[config.mk]
export PLATFORM = sky130hd
export DESIGN_NAME = nca_cell
export DESIGN_NICKNAME = d
export VERILOG_FILES = /design/src/rtl/core/nca_pkg.sv /design/src/rtl/core/nca_cell.sv
export SDC_FILE = /design/constraint.sdc
export NUM_CORES = 2
export LEC_CHECK = 0
export BUFFER_PORTS_ARGS = -buffer_cell sky130_fd_sc_hd__buf_2
export CAP_MARGIN = 20
export CORE_ASPECT_RATIO = 2
export CORE_UTILIZATION = 40
export DETAILED_ROUTE_END_ITERATION = 16
export MAX_ROUTING_LAYER = met4
export PLACE_DENSITY_LB_ADDON = 0.2
export SLEW_MARGIN = 40
export SYNTH_ARGS = -nofsm -noshare
export SYNTH_HDL_FRONTEND = slang
export SYNTH_SLANG_ARGS = --single-unit
[constraint.sdc]
create_clock -name clk -period 12.2 [get_ports clk]
set_input_delay 1.22 -clock clk [delete_from_list [all_inputs] [get_ports clk]]
set_output_delay 1.22 -clock clk [all_outputs]
set_load 0.005 [all_outputs]
[src/rtl/core/nca_pkg.sv]
// Shared types, widths and codes of the nearest-centre L1 assignment unit.
// No dependencies.
package nca_pkg;

  localparam int MAX_CLUSTERS_DEF = 16;
  localparam int MAX_DIMS_DEF     = 256;

  localparam int RANK_W = 12;
  localparam int DIST_W = 20;
  localparam int SUM_W  = 40;
  localparam int SQ_W   = 60;
  localparam int CNT_W  = 20;
  localparam int PROD_W = 40;
  localparam int IDX_W  = 8;
  localparam int CL_W   = 4;
  localparam int POS_W  = 8;
  localparam int NCL_W  = 5;
  localparam int NDIM_W = 9;

  localparam logic [DIST_W-1:0] DIST_MAX = '1;
  localparam logic [SUM_W-1:0]  SUM_MAX  = '1;
  localparam logic [SQ_W-1:0]   SQ_MAX   = '1;
  localparam logic [CNT_W-1:0]  CNT_MAX  = '1;

  localparam logic REG_CLUSTERS = 1'b0;
  localparam logic REG_DIMS     = 1'b1;

  localparam logic KIND_ASSIGN = 1'b0;
  localparam logic KIND_STATS  = 1'b1;

  typedef enum logic [1:0] {
    ACT_LOAD  = 2'd0,
    ACT_POINT = 2'd1,
    ACT_READ  = 2'd2,
    ACT_CLEAR = 2'd3
  } action_t;

  typedef enum logic [2:0] {
    ST_IDLE,
    ST_INJECT,
    ST_CHAIN,
    ST_SQUARE,
    ST_UPDATE,
    ST_EMIT
  } state_t;

  // Token travelling down the cell chain, one cell per cycle.
  typedef struct packed {
    logic              valid;
    logic [RANK_W-1:0] rv;
    logic              in_range;
    logic              last;
    logic [IDX_W-1:0]  best_idx;
    logic [DIST_W-1:0] best_d;
  } tok_t;

  // Statistics command broadcast to every cell.
  typedef struct packed {
    logic              upd;
    logic              clr;
    logic [IDX_W-1:0]  idx;
    logic [DIST_W-1:0] dist_add;
    logic [PROD_W-1:0] sq;
  } stat_cmd_t;

  typedef struct packed {
    logic [SUM_W-1:0] sum;
    logic [SQ_W-1:0]  sq;
    logic [CNT_W-1:0] cnt;
  } stat_t;

endpackage

[src/rtl/core/nca_cell.sv]
// One cell of the centre chain: centre vector memory, running distance,
// running minimum hand-on and cluster statistics. Depends on nca_pkg.
module nca_cell #(
  parameter int MAX_DIMS = nca_pkg::MAX_DIMS_DEF,
  parameter int AW       = 8
) (
  input  logic                      clk,
  input  logic                      rst,
  input  logic                      wr_en,
  input  logic [AW-1:0]             wr_addr,
  input  logic [nca_pkg::RANK_W-1:0] wr_data,
  input  logic                      rd_en,
  input  logic [AW-1:0]             rd_addr,
  input  logic                      active,
  input  logic [nca_pkg::IDX_W-1:0]  cell_idx,
  input  nca_pkg::tok_t             tok_in,
  output nca_pkg::tok_t             tok_out,
  input  nca_pkg::stat_cmd_t        cmd,
  output nca_pkg::stat_t            stats
);

  logic [nca_pkg::RANK_W-1:0] mem [MAX_DIMS];
  logic [nca_pkg::RANK_W-1:0] rdata;
  logic [nca_pkg::DIST_W-1:0] rd;
  logic [nca_pkg::DIST_W-1:0] rd_add;
  logic [nca_pkg::DIST_W-1:0] rd_next;
  logic [nca_pkg::RANK_W-1:0] diff;
  logic [nca_pkg::DIST_W:0]   acc;
  logic                      take;
  nca_pkg::tok_t             tok_next;
  logic [nca_pkg::SUM_W:0]    sum_acc;
  logic [nca_pkg::SQ_W:0]     sq_acc;
  logic [nca_pkg::CNT_W:0]    cnt_acc;
  logic                      hit;

  always_ff @(posedge clk) begin
    if (wr_en) begin
      mem[wr_addr] <= wr_data;
    end
    if (rd_en) begin
      rdata <= mem[rd_addr];
    end
  end

  always_comb begin
    diff   = (tok_in.rv >= rdata) ? tok_in.rv - rdata : rdata - tok_in.rv;
    acc    = {1'b0, rd} + (nca_pkg::DIST_W + 1)'(diff);
    rd_add = (acc >= (nca_pkg::DIST_W + 1)'(nca_pkg::DIST_MAX)) ? nca_pkg::DIST_MAX
                                                             : acc[nca_pkg::DIST_W-1:0];
    rd_next = (active && tok_in.in_range) ? rd_add : rd;
    // earliest index wins ties: only a strictly smaller distance takes over
    take = active && ((cell_idx == '0) || (rd_next < tok_in.best_d));
    tok_next = tok_in;
    if (tok_in.last && take) begin
      tok_next.best_idx = cell_idx;
      tok_next.best_d   = rd_next;
    end
  end

  always_ff @(posedge clk) begin
    if (rst) begin
      rd            <= '0;
      tok_out.valid <= 1'b0;
    end else begin
      tok_out.valid <= tok_in.valid;
      if (tok_in.valid) begin
        rd <= tok_in.last ? '0 : rd_next;
      end
    end
    tok_out.rv       <= tok_next.rv;
    tok_out.in_range <= tok_next.in_range;
    tok_out.last     <= tok_next.last;
    tok_out.best_idx <= tok_next.best_idx;
    tok_out.best_d   <= tok_next.best_d;
  end

  always_comb begin
    hit     = cmd.upd && (cmd.idx == cell_idx);
    sum_acc = {1'b0, stats.sum} + (nca_pkg::SUM_W + 1)'(cmd.dist_add);
    sq_acc  = {1'b0, stats.sq} + (nca_pkg::SQ_W + 1)'(cmd.sq);
    cnt_acc = {1'b0, stats.cnt} + (nca_pkg::CNT_W + 1)'(1);
  end

  always_ff @(posedge clk) begin
    if (rst || cmd.clr) begin
      stats <= '0;
    end else if (hit) begin
      stats.sum <= (sum_acc >= (nca_pkg::SUM_W + 1)'(nca_pkg::SUM_MAX)) ? nca_pkg::SUM_MAX
                                                                   : sum_acc[nca_pkg::SUM_W-1:0];
      stats.sq  <= (sq_acc >= (nca_pkg::SQ_W + 1)'(nca_pkg::SQ_MAX)) ? nca_pkg::SQ_MAX
                                                                : sq_acc[nca_pkg::SQ_W-1:0];
      stats.cnt <= (cnt_acc >= (nca_pkg::CNT_W + 1)'(nca_pkg::CNT_MAX)) ? nca_pkg::CNT_MAX
                                                                   : cnt_acc[nca_pkg::CNT_W-1:0];
    end
  end

endmodule

-- Word level (Yosys, flattened, before mapping)
Memory sizes are Yosys's and may differ from the RTL's. A register that Yosys moved wholly into a read port is not among the register bits.
Cells that the tools add are included.
- $lt $le $gt $ge: 6
- eq/ne operators: 1
- mux-type cells: 10
- add/sub/neg operators: 6
- reductions and logical operators: 7
- operator list (cell ; number):
    $mux 20 ; 4
    $add 60x40->61 ; 1
    $ge 61x60->1 const B ; 1
    $mux 60 ; 1
    $ge 21x20->1 const B ; 2
    $add 40x20->41 ; 1
    $ge 41x40->1 const B ; 1
    $mux 40 ; 1
    $mux 28 ; 1
    $sub 12x12->12 ; 2
    $add 20x1->21 const B ; 1
    $add 20x12->21 ; 1
    $lt 20x20->1 ; 1
    $ge 12x12->1 ; 1
    $mux 12 ; 1
    $eq 8x8->1 ; 1
    $logic_not 8->1 ; 1
    $logic_and 1x1->1 ; 4
    $logic_or 1x1->1 ; 2
    $mux 1 ; 2
- bits in writable memories: 3072
- memories: 1
- input bits: 154
- register bits after elaboration: 183
- output and inout bits: 163
- memories (name ; depth ; bits a word ; read ports ; clocked after Yosys merged registers in ; wr ports ; RTL line ; text):
    mem ; 256 ; 12 ; 1 ; 1 ; 1 ; nca_cell.sv:22 ; logic [nca_pkg::RANK_W-1:0] mem [MAX_DIMS];

-- Depth between registers and ports, before layout
- word-level depth: 11
- mapped depth: 39
- gate-level depth less buffers: 36

-- Worst setup path after synthesis
No wires, ideal clock.
- kind: input to register
- start: in tok_in[30] in the netlist's numbering
- end: reg tok_out[20] in the netlist's numbering
- path slack: 3.800 ns
- data arrival time: 8.283 ns
- required time: 12.083 ns
- library setup time: 0.117 ns
- cell stages on the path: 37
- cell sequence: inv_1 -> ha_1 -> inv_1 -> fa_1 -> a21o_1 -> a21oi_1 -> o21bai_1 -> a21oi_1 -> o21ai_0 -> nor4_1 -> o21ai_1 -> clkbuf_1 -> mux2_2 -> fa_1 -> a21o_1 -> a21oi_1 -> nor2b_1 -> o31ai_1 -> a211oi_1 -> o2111ai_1 -> and2_0 -> clkbuf_1 -> nand2_1 -> o21a_1 -> ha_1 -> a21o_1 -> a21o_1 -> a21oi_1 -> o21ai_0 -> nand3_1 -> a211oi_1 -> or4b_2 -> o21ai_0 -> nand3_1 -> clkbuf_1 -> clkbuf_1 -> a22o_1
- RTL lines (item ; RTL line ; text):
    start: declaration ; nca_cell.sv:16 ; input nca_pkg::tok_t tok_in,
    end: declaration ; nca_cell.sv:17 ; output nca_pkg::tok_t tok_out,

==> impl_metrics.yaml <==
timing:
  worst_hold_margin_ps: 489
  timing_max_transition_violations_final: 0
  fin_setup_tns_ps: 0
  setup-violations-final: 0
  finalCriticalPeriod_ps: 9590
  finalHoldViolations: 0
  layout_setup_ws_ps: 2610
  finalClockSkew_ps: 48.9
  timing_worst_slew_pin_value_ps: 921
  rsz0062_at_grt: "false"
  achievable-frequency_mhz: 104
  max-slew-margin-rel: 0.386
  period_share: 0.786
synthesis:
  synth_area_sq_um: 131000
  syn_avg_cell_area_sq_um: 20.6
  async_flop_share: 0
  yosys.area.top_type: "sky130_fd_sc_hd__edfxtp_1"
  synthDominantCellAreaShare: 0.707
  synth-main-ff-cell: "sky130_fd_sc_hd__edfxtp_1"
  synth.net_count: 6635
  synth_sequential_area_ratio: 0.735
  synth_cell_types: 80
  synth_warnings: 0
  synth-edff-count: 3084
  register_bit_total_from_synthesis: 3267
  postSynthCellCount: 6360
  synth.top_cells.by_area: "sky130_fd_sc_hd__edfxtp_1 (71%), sky130_fd_sc_hd__mux4_2 (18%), sky130_fd_sc_hd__dfxtp_1 (2.8%)"
detailed_routing:
  detailroute.via_count: 65057
  drt.antenna.violating_nets: 0
  routed_via_density: 5.67
  drt_pass1_iterations: 7
  routed_wire_length_per_instance_microns: 31.4
  detail_route.drc_violations: 0
  first_iter_violations: 5236
  wirelength_microns: 360000
critical_path:
  setup.worst_path.class: "in2reg"
  slowest_stage: "sky130_fd_sc_hd__or4b_2"
  crit_arrival_ps: 10360
  worst-path-max-fanout: 19
  required_ps: 12960
  critical_path.startpoint_type: "primary input"
  crit_path_max_incr_delay_ps: 710
  crit_path_frequent_cell: "sky130_fd_sc_hd__a21oi_1"
  setup.worst_path.end_class: "flop"
place:
  place_inst: 10898
  dp_hpwl_microns: 236000
  gp_congestion: 0.877
  placement.io_buffers: 316
  dpl_cell_area_sq_um: 140000
  detailedPlace.worstSlack_ps: 1710
global_route:
  grt_first_pass_wirelength_microns: 512000
  grt_antenna_before_repair: 50
  maximum_number_of_pins_on_one_net_before_global_route_repair: 133
  gr-usage-all-layers: 0.224
  grt-ovfl-total: 0
  grt_pass1_vias: 68533
clock_tree:
  cts_num_sinks: 3267
  cts-root-buf: "sky130_fd_sc_hd__clkbuf_16"
  tritoncts: "built"
  path_clk_slew_ps: 70
  hold_fix_buffers_at_cts: 0
  cts-htree-levels: 5
  clockBufferDepth: 4
  post_cts_setup_buffers: 0
  cts_made_buffers: 289
  clk_latency_ps: 900
  post_cts_resize_count: 0
die:
  fp.dieW_microns: 407
  number_of_core_rows: 296
  fp.dieH_microns: 811
  top_level_ports: 317
  fp.dieArea_sq_um: 330000
  core-area_sq_um: 325000
  initial_core_utilization: 0.403
worst_hold_path:
  worst_hold_path_type: "reg2reg"
job:
  maxCapViolations: 0
outcome:
  outcome: "finished clean"
pwr:
  ir_drop_uv: 111
  static-leakage-power_uw: 0.0471
  power_density_nw_per_um2: 153
finish:
  layout.cells.non_filler: 11470
  final_area_sq_um: 149000
  finish.net_count: 7155
  syn_to_final_growth_pct: 13.9
  post_route_cells_drive_above_1_share: 0.303
-- final timing paths --
check	startpoint	endpoint	slack, ps	cells past startpoint
max	tok_in[30]	tok_out[17]	2610	37
min	rd[3]	rd[3]	490	2
max reg2reg	rdata[0]	tok_out[17]	2780	35
min reg2reg	rd[3]	rd[3]	490	2
-- stage by stage --
step	utilization	total power, uW
3_5_place_dp	0.430	14000
2_1_floorplan	-	13300
5_1_grt	0.459	23400
4_1_cts	0.457	23000
6_report	0.459	22800
3_3_place_gp	0.428	14000
-- layer usage --
layer  routed length [microns]  track usage  vias to the layer above
li1                          -            -                    27653
met1                    121000        0.229                    35016
met2                    204000        0.414                     1790
met3                     15700       0.0306                      598
met4                     19200        0.113                        0
met5                         0            -                        -
-- sequential cells by signal, indices dropped and copies added, names as in the netlist --
register  flops
mem        3072
stats       120
tok_out      43
rd           20
rdata        12
-- cell usage after synthesis, types with 5 or more instances --
cell	count
sky130_fd_sc_hd__o21ai_1	9
sky130_fd_sc_hd__or2_2	5
sky130_fd_sc_hd__and2_1	18
sky130_fd_sc_hd__nand2_1	132
sky130_fd_sc_hd__nor2b_1	28
sky130_fd_sc_hd__buf_1	58
sky130_fd_sc_hd__fa_1	5
sky130_fd_sc_hd__or4_1	5
sky130_fd_sc_hd__clkbuf_1	279
sky130_fd_sc_hd__o21ai_0	138
sky130_fd_sc_hd__o31ai_1	8
sky130_fd_sc_hd__mux2i_1	9
sky130_fd_sc_hd__a22o_1	11
sky130_fd_sc_hd__nand4_1	44
sky130_fd_sc_hd__or3_1	5
sky130_fd_sc_hd__and3_1	28
sky130_fd_sc_hd__o221a_1	14
sky130_fd_sc_hd__a41oi_1	6
sky130_fd_sc_hd__o21a_1	24
sky130_fd_sc_hd__and4_1	9
sky130_fd_sc_hd__mux4_2	1020
sky130_fd_sc_hd__edfxtp_1	3084
sky130_fd_sc_hd__a211oi_1	22
sky130_fd_sc_hd__nor2_1	390
sky130_fd_sc_hd__xnor2_1	50
sky130_fd_sc_hd__o211a_1	5
sky130_fd_sc_hd__nand3_1	66
sky130_fd_sc_hd__ha_1	116
sky130_fd_sc_hd__nor3_1	33
sky130_fd_sc_hd__a21oi_1	162
sky130_fd_sc_hd__nor4_1	17
sky130_fd_sc_hd__o21bai_1	14
sky130_fd_sc_hd__xor2_1	35
sky130_fd_sc_hd__a31oi_1	63
sky130_fd_sc_hd__nand2b_1	16
sky130_fd_sc_hd__o211ai_1	16
sky130_fd_sc_hd__a21o_1	41
sky130_fd_sc_hd__inv_1	81
sky130_fd_sc_hd__buf_2	9
sky130_fd_sc_hd__dfxtp_1	183
sky130_fd_sc_hd__a311oi_1	13
sky130_fd_sc_hd__mux2_2	21
-- kinds of logic (layout without fill, tap and decap cells) --
family,after synthesis,after routing,synth area share
buffers and inverters,429,1165,0.0124
other,0,53,0
DFF,3267,3267,0.735
xor gates and xnor gates,85,85,0.00568
adders and majority gates,121,121,0.0118
AOI/OAI and AO/OA,598,598,0.0292
muxes,1050,1050,0.178
and+or+nand+nor,810,810,0.0283
-- power breakdown --
part | internal [uW] | switching (uW) | leakage [uW]
Clock | 4930 | 4110 | 0.00438
Combinational | 560 | 902 | 0.0135
Sequential | 12300 | 17.2 | 0.0292
Total | 17800 | 5030 | 0.0471
-- worst max-delay path: cells and delay by family --
family,cells,cell delay [ps]
muxes,2,670
adders and majority gates,4,1120
buffers and inverters,5,1070
and+or+nand+nor,7,1820
xor gates and xnor gates,1,180
AOI/OAI and AO/OA,18,4250
-- layout make-up --
cell class                 instances  area [sq um]
fill                           27445        176000
clock inverter                   154          1300
sequential                      3267         96300
inverter                          81           304
timing repair buffer             577          4200
antenna                           53           133
tap                             4321          5410
clock buffer                     353          7710
multi-input combinational       2664         33900
-- cells in the final DEF, fill, tap and decap left out, drive strengths merged, types with 17 or more instances in the layout --
cell    netlist  layout
and3         28      28
a211oi       22      22
o21ai       149     149
edfxtp     3084    3084
a31oi        64      64
dfxtp       183     183
and2         19      19
o21a         24      24
nand2b       17      17
nor2        390     390
xnor2        50      50
nand3        66      66
xor2         35      35
clkinv        0     111
a21o         41      41
nor4         18      18
nor2b        28      28
mux2         21      21
mux4       1020    1020
buf          68     577
ha          116     116
diode         0      53
a21oi       162     162
bufinv        0      20
nand2       132     132
clkbuf      280     353
nor3         33      33
inv          81      90
nand4        44      44
(Power assumes the default switching activity.)
